$ cat src/design/sc1a_pkg.sv
// Package for the scan-code set 1 to ASCII decoder.
// Holds the request run type, scan-code constants and the UK key tables.
// No dependencies.
package sc1a_pkg;

    localparam int unsigned RUN_MAX   = 4;
    localparam int unsigned RUN_CNT_W = $clog2(RUN_MAX + 1);
    localparam int unsigned RUN_IDX_W = $clog2(RUN_MAX);
    localparam int unsigned TABLE_LEN = 84;

    // Scan codes with a meaning of their own
    localparam logic [7:0] SC_LSHIFT_MAKE  = 8'h2A;
    localparam logic [7:0] SC_LSHIFT_BREAK = 8'hAA;
    localparam logic [7:0] SC_BACKSPACE    = 8'h0E;
    localparam logic [7:0] SC_EXT_PREFIX   = 8'hE0;
    localparam logic [7:0] SC_ARROW_UP     = 8'h48;
    localparam logic [7:0] SC_ARROW_LEFT   = 8'h4B;
    localparam logic [7:0] SC_ARROW_DOWN   = 8'h50;
    localparam logic [7:0] SC_ARROW_RIGHT  = 8'h4D;

    // Characters emitted by the special keys
    localparam logic [7:0] CH_BS    = 8'h08;
    localparam logic [7:0] CH_SPACE = 8'h20;
    localparam logic [7:0] CH_ESC   = 8'h1B;
    localparam logic [7:0] CH_LBRK  = 8'h5B;
    localparam logic [7:0] CH_ONE   = 8'h31;

    // Bytes produced by one input byte
    typedef struct packed {
        logic [RUN_MAX-1:0][7:0] bytes;
        logic [RUN_CNT_W-1:0]    cnt;
    } t_run;

    // Plain column, UK layout; zero means no character
    function automatic logic [7:0] key_plain(input logic [6:0] code);
        logic [7:0] ch;
        case (code)
            7'h02: ch = "1";
            7'h03: ch = "2";
            7'h04: ch = "3";
            7'h05: ch = "4";
            7'h06: ch = "5";
            7'h07: ch = "6";
            7'h08: ch = "7";
            7'h09: ch = "8";
            7'h0A: ch = "9";
            7'h0B: ch = "0";
            7'h0C: ch = "-";
            7'h0D: ch = "=";
            7'h0F: ch = 8'h09;
            7'h10: ch = "q";
            7'h11: ch = "w";
            7'h12: ch = "e";
            7'h13: ch = "r";
            7'h14: ch = "t";
            7'h15: ch = "y";
            7'h16: ch = "u";
            7'h17: ch = "i";
            7'h18: ch = "o";
            7'h19: ch = "p";
            7'h1A: ch = "[";
            7'h1B: ch = "]";
            7'h1C: ch = 8'h0A;
            7'h1E: ch = "a";
            7'h1F: ch = "s";
            7'h20: ch = "d";
            7'h21: ch = "f";
            7'h22: ch = "g";
            7'h23: ch = "h";
            7'h24: ch = "j";
            7'h25: ch = "k";
            7'h26: ch = "l";
            7'h27: ch = ";";
            7'h28: ch = 8'h27;
            7'h29: ch = "#";
            7'h2B: ch = 8'h5C;
            7'h2C: ch = "z";
            7'h2D: ch = "x";
            7'h2E: ch = "c";
            7'h2F: ch = "v";
            7'h30: ch = "b";
            7'h31: ch = "n";
            7'h32: ch = "m";
            7'h33: ch = ",";
            7'h34: ch = ".";
            7'h35: ch = "/";
            7'h37: ch = "*";
            7'h39: ch = " ";
            7'h4A: ch = "-";
            7'h4E: ch = "+";
            default: ch = 8'h00;
        endcase
        return ch;
    endfunction

    // Shifted column, UK layout; zero means no character
    function automatic logic [7:0] key_shifted(input logic [6:0] code);
        logic [7:0] ch;
        case (code)
            7'h02: ch = "!";
            7'h03: ch = 8'h22;
            7'h04: ch = "#";
            7'h05: ch = "$";
            7'h06: ch = "%";
            7'h07: ch = "^";
            7'h08: ch = "&";
            7'h09: ch = "*";
            7'h0A: ch = "(";
            7'h0B: ch = ")";
            7'h0C: ch = "_";
            7'h0D: ch = "+";
            7'h0F: ch = 8'h09;
            7'h10: ch = "Q";
            7'h11: ch = "W";
            7'h12: ch = "E";
            7'h13: ch = "R";
            7'h14: ch = "T";
            7'h15: ch = "Y";
            7'h16: ch = "U";
            7'h17: ch = "I";
            7'h18: ch = "O";
            7'h19: ch = "P";
            7'h1A: ch = "{";
            7'h1B: ch = "}";
            7'h1C: ch = 8'h0A;
            7'h1E: ch = "A";
            7'h1F: ch = "S";
            7'h20: ch = "D";
            7'h21: ch = "F";
            7'h22: ch = "G";
            7'h23: ch = "H";
            7'h24: ch = "J";
            7'h25: ch = "K";
            7'h26: ch = "L";
            7'h27: ch = ":";
            7'h28: ch = "@";
            7'h29: ch = "~";
            7'h2B: ch = "|";
            7'h2C: ch = "Z";
            7'h2D: ch = "X";
            7'h2E: ch = "C";
            7'h2F: ch = "V";
            7'h30: ch = "B";
            7'h31: ch = "N";
            7'h32: ch = "M";
            7'h33: ch = "<";
            7'h34: ch = ">";
            7'h35: ch = "?";
            7'h37: ch = "*";
            7'h39: ch = " ";
            7'h4A: ch = "-";
            7'h4E: ch = "+";
            default: ch = 8'h00;
        endcase
        return ch;
    endfunction

endpackage

$ cat src/design/scancode_set1_to_ascii.sv
// An accepted scan byte passes the input register and run buffer into the output register.
// Throughput: one output byte per cycle while the receiver does not stall; a scan byte
// yields N (0..4) bytes; the next is taken when the run buffer is empty or sends its last.
// Reset (synchronous, active low) clears shift and prefix flags and empties all stages.
// Depends on sc1a_pkg and sc1a_decode.
module scancode_set1_to_ascii
    import sc1a_pkg::*;
(
    input  logic       i_clk,
    input  logic       i_rst_n,
    input  logic       i_valid,
    output logic       o_stall,
    input  logic [7:0] i_scan_byte,
    output logic       o_valid,
    input  logic       i_stall,
    output logic [7:0] o_out_char,
    output logic       o_last_of_run
);

    logic                         r_in_vld;
    logic [7:0]                   r_in_byte;
    logic [RUN_MAX-1:0][7:0]      r_run_bytes;
    logic [RUN_CNT_W-1:0]         r_run_cnt;
    logic [RUN_IDX_W-1:0]         r_run_idx;
    logic                         r_o_vld;
    logic [7:0]                   r_o_char;
    logic                         r_o_last;
    logic                         out_free;
    logic                         out_load;
    logic                         in_take;
    t_run                         dec_run;

    // Handshake control
    always_comb begin
        out_free = !r_o_vld || !i_stall;
        out_load = out_free && (r_run_cnt != '0);
        in_take  = r_in_vld &&
                   ((r_run_cnt == '0) || ((r_run_cnt == RUN_CNT_W'(1)) && out_free));
        o_stall  = r_in_vld && !in_take;
    end

    sc1a_decode u_decode (
        .i_clk   (i_clk),
        .i_rst_n (i_rst_n),
        .i_code  (r_in_byte),
        .i_take  (in_take),
        .o_run   (dec_run)
    );

    // Input register
    always_ff @(posedge i_clk) begin
        if (!i_rst_n) begin
            r_in_vld <= 1'b0;
        end else if (!o_stall) begin
            r_in_vld <= i_valid;
        end
    end

    always_ff @(posedge i_clk) begin
        if (!o_stall && i_valid) begin
            r_in_byte <= i_scan_byte;
        end
    end

    // Run buffer: holds the bytes of one request, drained one a cycle while the output is free
    always_ff @(posedge i_clk) begin
        if (!i_rst_n) begin
            r_run_cnt <= '0;
            r_run_idx <= '0;
        end else if (in_take) begin
            r_run_cnt <= dec_run.cnt;
            r_run_idx <= '0;
        end else if (out_load) begin
            r_run_cnt <= r_run_cnt - RUN_CNT_W'(1);
            r_run_idx <= r_run_idx + RUN_IDX_W'(1);
        end
    end

    always_ff @(posedge i_clk) begin
        if (in_take) begin
            r_run_bytes <= dec_run.bytes;
        end
    end

    // Output register
    always_ff @(posedge i_clk) begin
        if (!i_rst_n) begin
            r_o_vld <= 1'b0;
        end else if (out_load) begin
            r_o_vld <= 1'b1;
        end else if (!i_stall) begin
            r_o_vld <= 1'b0;
        end
    end

    always_ff @(posedge i_clk) begin
        if (out_load) begin
            r_o_char <= r_run_bytes[r_run_idx];
            r_o_last <= (r_run_cnt == RUN_CNT_W'(1));
        end
    end

    assign o_valid       = r_o_vld;
    assign o_out_char    = r_o_char;
    assign o_last_of_run = r_o_last;

endmodule

$ cat src/design/sc1a_decode.sv
// Scan-byte decoder: shift and E0-prefix flags plus the byte-to-run lookup.
// Depends on sc1a_pkg.
module sc1a_decode
    import sc1a_pkg::*;
(
    input  logic       i_clk,
    input  logic       i_rst_n,
    input  logic [7:0] i_code,
    input  logic       i_take,
    output t_run       o_run
);

    logic r_shift_held;
    logic r_prefix_pending;
    logic n_shift_held;
    logic n_prefix_pending;
    logic [7:0] key_ch;

    // Table lookup for ordinary make codes
    always_comb begin
        key_ch = r_shift_held ? key_shifted(i_code[6:0]) : key_plain(i_code[6:0]);
        if (i_code[7] || (i_code >= 8'(TABLE_LEN))) begin
            key_ch = 8'h00;
        end
    end

    // Run and flag update for the byte in the input register
    always_comb begin
        o_run            = '0;
        n_shift_held     = r_shift_held;
        n_prefix_pending = 1'b0;
        if (r_prefix_pending) begin
            // second byte of an extended code: only arrows produce output
            o_run.bytes[0] = CH_ESC;
            o_run.bytes[1] = CH_LBRK;
            o_run.bytes[2] = CH_ONE;
            case (i_code)
                SC_ARROW_UP: begin
                    o_run.bytes[3] = "A";
                    o_run.cnt      = RUN_CNT_W'(4);
                end
                SC_ARROW_DOWN: begin
                    o_run.bytes[3] = "B";
                    o_run.cnt      = RUN_CNT_W'(4);
                end
                SC_ARROW_RIGHT: begin
                    o_run.bytes[3] = "C";
                    o_run.cnt      = RUN_CNT_W'(4);
                end
                SC_ARROW_LEFT: begin
                    o_run.bytes[3] = "D";
                    o_run.cnt      = RUN_CNT_W'(4);
                end
                default: begin
                    o_run.cnt = '0;
                end
            endcase
        end else begin
            case (i_code)
                SC_LSHIFT_MAKE: begin
                    n_shift_held = 1'b1;
                end
                SC_LSHIFT_BREAK: begin
                    n_shift_held = 1'b0;
                end
                SC_EXT_PREFIX: begin
                    n_prefix_pending = 1'b1;
                end
                SC_BACKSPACE: begin
                    o_run.bytes[0] = CH_BS;
                    o_run.bytes[1] = CH_SPACE;
                    o_run.bytes[2] = CH_BS;
                    o_run.cnt      = RUN_CNT_W'(3);
                end
                default: begin
                    o_run.bytes[0] = key_ch;
                    o_run.cnt      = (key_ch != 8'h00) ? RUN_CNT_W'(1) : '0;
                end
            endcase
        end
    end

    // Flags advance only when the request leaves the input register
    always_ff @(posedge i_clk) begin
        if (!i_rst_n) begin
            r_shift_held     <= 1'b0;
            r_prefix_pending <= 1'b0;
        end else if (i_take) begin
            r_shift_held     <= n_shift_held;
            r_prefix_pending <= n_prefix_pending;
        end
    end

endmodule

$ cat config.mk
export PLATFORM = sky130hd
export DESIGN_NAME = scancode_set1_to_ascii
export DESIGN_NICKNAME = d
export VERILOG_FILES = /design/src/design/sc1a_pkg.sv /design/src/design/scancode_set1_to_ascii.sv /design/src/design/sc1a_decode.sv
export SDC_FILE = /design/constraint.sdc
export NUM_CORES = 1
export LEC_CHECK = 0
export ABC_AREA = 1
export CAP_MARGIN = 20
export CORE_MARGIN = 1
export CORE_UTILIZATION = 55
export DETAILED_ROUTE_END_ITERATION = 7
export DONT_BUFFER_PORTS = 1
export PLACE_DENSITY = 0.81
export SKIP_CTS_REPAIR_TIMING = 1
export SLEW_MARGIN = 20
export SYNTH_ARGS = -nofsm -noshare
export SYNTH_HDL_FRONTEND = slang
export SYNTH_HIERARCHICAL = 1
export SYNTH_SLANG_ARGS = --single-unit
export TNS_END_PERCENT = 1
$ cat constraint.sdc
create_clock -name i_clk -period 3.5 [get_ports i_clk]
set_input_delay 0.7 -clock i_clk [delete_from_list [all_inputs] [get_ports i_clk]]
set_output_delay 0.7 -clock i_clk [all_outputs]
set_load 0.03 [all_outputs]
### Word level (Yosys, flattened, before mapping)

Memories as Yosys holds them, arrays and structs flattened. A register that Yosys moved wholly into a read port is not among the register bits.
Index checks and enable logic that the tools add are counted.
Widths: inputs -> output; s select.

* bitwise gates (word level): 2
* $lt $le $gt $ge: 2
* add/sub/neg operators: 2
* equal/unequal tests: 10
* muxes and demuxes: 19
* reduce and logical (&&, ||, !) cells: 21

Operators by type and width (count)
* $eq 8x7->1 const B: 4
* $pmux 7 s4: 1
* $mux 8: 3
* $pmux 11 s2: 1
* $bmux 8 s2: 1
* $eq 8x8->1 const B: 2
* $mux 7: 2
* $mux 12: 1
* $mux 3: 4
* $eq 8x4->1 const B: 1
* $eq 8x6->1 const B: 1
* $ge 8x7->1 const B: 1
* $reduce_bool 8->1: 1
* $logic_and 1x1->1: 5
* $mux 1: 5
* $logic_not 1->1: 4
* $reduce_bool 2->1: 2
* $reduce_or 4->1: 1
* $eq 3x1->1 const B: 1
* $logic_not 3->1: 1
* $logic_or 1x1->1: 3
* $lt 2x3->1 const B: 1
* $reduce_and 3->1: 1
* $reduce_bool 3->1: 1
* 7 further kinds: 8

* word-level logic and storage cells: 71
* ROM bits: 1792
* bits of input ports: 12
* memories: 2
* register bits after elaboration: 56
* output and inout port bits: 11

Memory list
* (name not given): depth 128, bits a word 7, read ports 1, clocked after memory_dff 1, write ports 0, RTL line sc1a_pkg.sv:99 `case (code)`
* (name not given): depth 128, bits a word 7, read ports 1, clocked after memory_dff 1, write ports 0, RTL line sc1a_pkg.sv:37 `case (code)`

### Depth between registers and ports, before layout

* depth in word-level cells: 10
* mapped depth: 18
* gate-level depth less buffers: 18

### By module

Netlist, hierarchy kept.

By module, submodules not included
* scancode_set1_to_ascii: area each 2114.5 µm², instances 1, seq. area each 1611.5 µm², cells an instance 155
* sc1a_decode: area each 1637.8 µm², instances 1, seq. area each 40.0 µm², cells an instance 325

### Least setup slack after synthesis

OpenSTA, ideal clock, no wires.

* path kind: input port to flip-flop
* from: input i_stall
* to: register u_decode.r_shift_held
* library setup time: 0.122 ns
* cell stages on the path: 8
* path buffers: 0
* data required time: 3.378 ns
* data arrival time: 2.170 ns
* path slack: 1.208 ns
* path through: nand2_1 nand3_1 nand2_2 nand2_4 inv_1 nand3_1 o21ai_1 a21oi_1

* longest elaborated chain between the ends: 6

Ends and longest elaborated chain
* from (decl): RTL line scancode_set1_to_ascii.sv:15 `input logic i_stall,`
* $logic_not 1->1
* $logic_or 1x1->1: RTL line scancode_set1_to_ascii.sv:35 `out_free = !r_o_vld || !i_stall;`
* $logic_and 1x1->1: RTL line scancode_set1_to_ascii.sv:38 `((r_run_cnt == '0) || ((r_run_cnt == RUN_CNT_W'(1)) && out_free));`
* $logic_or 1x1->1: RTL line scancode_set1_to_ascii.sv:38
* $logic_and 1x1->1: RTL line scancode_set1_to_ascii.sv:37 `in_take = r_in_vld &&`
* net in_take: RTL line scancode_set1_to_ascii.sv:30 `logic in_take;`
* $reduce_and 3->1 (no source line)
* to (signal assigned): RTL line sc1a_decode.sv:89 `r_shift_held <= n_shift_held;`
* to (decl): RTL line sc1a_decode.sv:13 `logic r_shift_held;`

The timed path passes the listed nets, and every way through them passes these cells.
A chain may end at the register's enable or synchronous reset.

==> run summary <==
Summing the sequential cell areas from Yosys gives 44.0% of the chip area. Setup repair after global routing left no endpoint under its margin. For this run, the number of Yosys warnings is 6. The growth of design area from synthesis to finish was 1.67%. Async set or reset register ratio after synthesis: 0%. The HPWL after detailed placement is 6410 µm. No sink is reached through more buffers than the 2 on the longest clock path. After clock tree synthesis, the clock-pin slew on the worst setup and hold paths is 0.06 ns. Synthesized flop and latch total: 58. The tools report the startpoint class of the critical path as a flop. Setup violations remaining at the end of the flow were counted as 0.

The die is 84.6 µm tall. The final critical-path required period came out at 2.41 ns. The final count of pins violating max slew was 0; the via-per-instance ratio was 5.81. The floorplan step defined a core boundary enclosing 6460 µm². The transition time of the tightest slew-check pin was 0.607 ns; the final-layout fill cell count was 567. After detailed routing, the number of remaining DRC violations is 3.

Along the worst path, the maximum fanout reaches 12. The post-route clock period utilization works out to 68.9%. The share of synthesized area in the top cell type comes to 39.2%.

TritonCTS built the clock tree. The proportion of layout cells with a drive suffix above 1 was 8.47%; the routed via count was 3190. Input and output buffers added on the ports amount to 0. The run gives 2993 as the number of global-route vias before repair. The tools report the total grt overflow as 0. The checks that failed: DRC. The biggest area contributor in the post-synthesis netlist is edfxtp_1. The run gives 494 as the count of nets after finishing. The run finished, with violations left.

The run gives 58 as the number of clock sinks seen by CTS. For the first-pass iteration count of the detailed router, the log shows 8. The final total negative setup slack is 0 ns.

Prior to clock tree synthesis, the placed netlist has a worst setup slack of 1.15 ns. In the post-route analysis, the smallest setup slack over all paths is 1.09 ns. After detailed routing, the average wire length per cell comes to 16.2 µm.

The tools report the initial core utilization as 58.1%. The post-detailed-routing wire length is 8880 µm, and the floorplan row count is 29. The tools report the worst-case vdd ir drop as 0.465 mV.

The tightest min-delay check is of the in2reg type. Summed over all cells, the static leakage comes to 0.00170 µW. The wire length of the first global-routing pass is 14500 µm, and the count of maximum capacitance violations is 0.

For the highest clock frequency the design can meet, the log shows 415 MHz. The clock latency of the later-clocked register in the worst-skew pair was 0.34 ns. The die covers 7160 µm². The congestion estimate from routability-driven global placement came to 1.08.

The most used flip-flop cell after synthesis is edfxtp_1. The mapped netlist covers 3750 µm². TritonCTS created 9 clock buffers. Synthesis produced 480 cells. Initial antenna violation count: 0. Global routing used 26.7% of the available tracks across all layers. The worst endpoint data arrival time is 2.64 ns, and the I/O pin total is 23. The number of flops mapped to enable cells by yosys works out to 49. For the final hold violation count, the log shows 0. At the worst endpoint, the required time is 3.73 ns. Entering global routing, the biggest net connects 19 pins. In this run the remaining antenna-violating nets after routing total 0. The tree is rooted in a clkbuf_8. The synthesized area per cell came out at 7.82 µm². The repair_antennas step left the layout with diodes totalling 0.

The number of H-tree levels is 3. The worst setup path is captured at a flop. The power density over the cells is 687 nW/µm². The run gives 0.00848 ns as the setup clock skew after layout.

By area the synthesized netlist is led by edfxtp_1, nand2_1, nand3_1. Measured along the x axis, the die boundary spans 84.6 µm. The run gives 380 as the count of routing violations after the opening detailed-route iteration. The worst pin sits at a relative slew slack of 59.5%. Synthesis instantiated 37 different standard cells from the library. The setup path with the least slack is of type reg2reg.
layout by cell type, fill, tap and decap left out:
cell type   synthesis  routed
a21oi_1            22      22
a21oi_2             1       1
inv_2               8       8
o22ai_1             8       8
a31oi_1             4       4
clkbuf_8            0       9
o31ai_1             1       1
o21ai_0            22      22
nand3_1            46      46
nor2_2              3       3
clkinv_1            1       2
nand2_2             3       3
o21ai_2             1       1
o21a_1              1       1
a22oi_1             1       1
o2111ai_1           1       1
or2_1               1       1
o21ai_1             5       5
nand4_1             8       8
inv_4               1       1
nand3b_1            1       1
clkinv_2            1       4
conb_1              1      11
nand2_1           123     123
clkbuf_1            1       1
nor2_1             60      60
buf_4              26       5
dfxtp_1             9       9
o211ai_1            2       2
clkinvlp_4          0       2
nor3_1              1       1
xor2_1              2       2
ha_1               15      15
inv_1              36      36
edfxtp_1           49      49
nand2_4             3       3
cells by family (layout without fill, tap and decap cells):
family	count (synthesis)	in the layout	share of synthesized area (%)
other cells	1	11	0.0999
xor+xnor	2	2	0.467
flops	58	58	44.0
fa+ha+maj	15	15	5.00
buf+inv	86	68	12.0
compound gates	69	69	10.2
simple gates	249	249	28.2
flip-flops by register name, indices dropped and copies added (netlist names), 2 cells and up:
name         count
o_out_char       8
r_run_bytes     32
r_in_byte        8
r_run_idx        2
r_run_cnt        3
power by group:
group | switching [µW] | leakage (µW) | internal (µW)
combinational | 610 | 0.00108 | 271
sequential | 236 | 0.000540 | 1000
clock | 253 | 0.0000795 | 250
worst max-delay path: stages, from the launching register on:
cell and delay (ns):
edfxtp_1 0.63, inv_2 0.18, ha_1 0.33, inv_1 0.09, nand2_2 0.08, nand3_1 0.11, nand2_1 0.06, inv_1 0.05
nand2_1 0.05, nand2_1 0.06, nand3_1 0.09, nand2_1 0.11, nand3_1 0.08, nor2_1 0.09, nand2_1 0.06, nand2_1 0.06
nand2_1 0.05, nor2_1 0.10, nor2_1 0.05
metrics by stage:
step,util [%],instance area (µm²),std cells,hold slack (ns),total power [µW]
after floorplan,-,3790,490,0.461,1910
after global placement,56.6,3650,533,0.472,2100
after detailed placement,56.6,3650,533,0.485,2110
after CTS,59.1,3810,549,0.444,2610
after global routing,59.1,3810,549,0.434,2790
final,59.1,3810,549,0.457,2620
path summary, 6_finish.rpt:
check                                          startpoint                         to  slack (ns)  depth (start not counted)
worst min register to register  r_run_cnt[1]$_SDFFE_PN0P_  r_run_cnt[1]$_SDFFE_PN0P_        0.49                          2
worst max-delay path               r_in_byte[1]$_DFFE_PP_  r_run_cnt[0]$_SDFFE_PN0P_        1.09                         18
worst min-delay path                       i_scan_byte[6]     r_in_byte[6]$_DFFE_PP_        0.46                          0
worst max register to register     r_in_byte[1]$_DFFE_PP_  r_run_cnt[0]$_SDFFE_PN0P_        1.09                         18
synthesized netlist by cell type (4+ instances only):
library cell  instances
inv_1                36
ha_1                 15
a21oi_1              22
dfxtp_1               9
inv_2                 8
nand3_1              46
a31oi_1               4
o21ai_1               5
buf_2                 9
buf_4                26
o22ai_1               8
nand2_1             123
edfxtp_1             49
o21ai_0              22
nor2_1               60
nand4_1               8
layout make-up:
type | count | area, µm² | share of cell area [%]
multi-input cells | 346 | 1690 | 44.2
flip-flops and latches | 58 | 1650 | 43.3
inverters | 47 | 180 | 4.72
clock buffers | 10 | 128 | 3.35
well taps | 77 | 96.3 | 2.53
repair buffers | 5 | 37.5 | 0.984
clock inverters | 6 | 33.8 | 0.886
per-layer routing:
layer	GRT usage (%)	wire length, µm	share of wire (%)	up-vias
met5	0	0	0	-
met3	9.44	815	9.2	28
met1	35.1	3840	43	1446
met2	40.4	4000	45	177
li1	-	-	-	1539
met4	10.9	232	2.6	0
No activity file was read; power rests on OpenSTA's default activity.
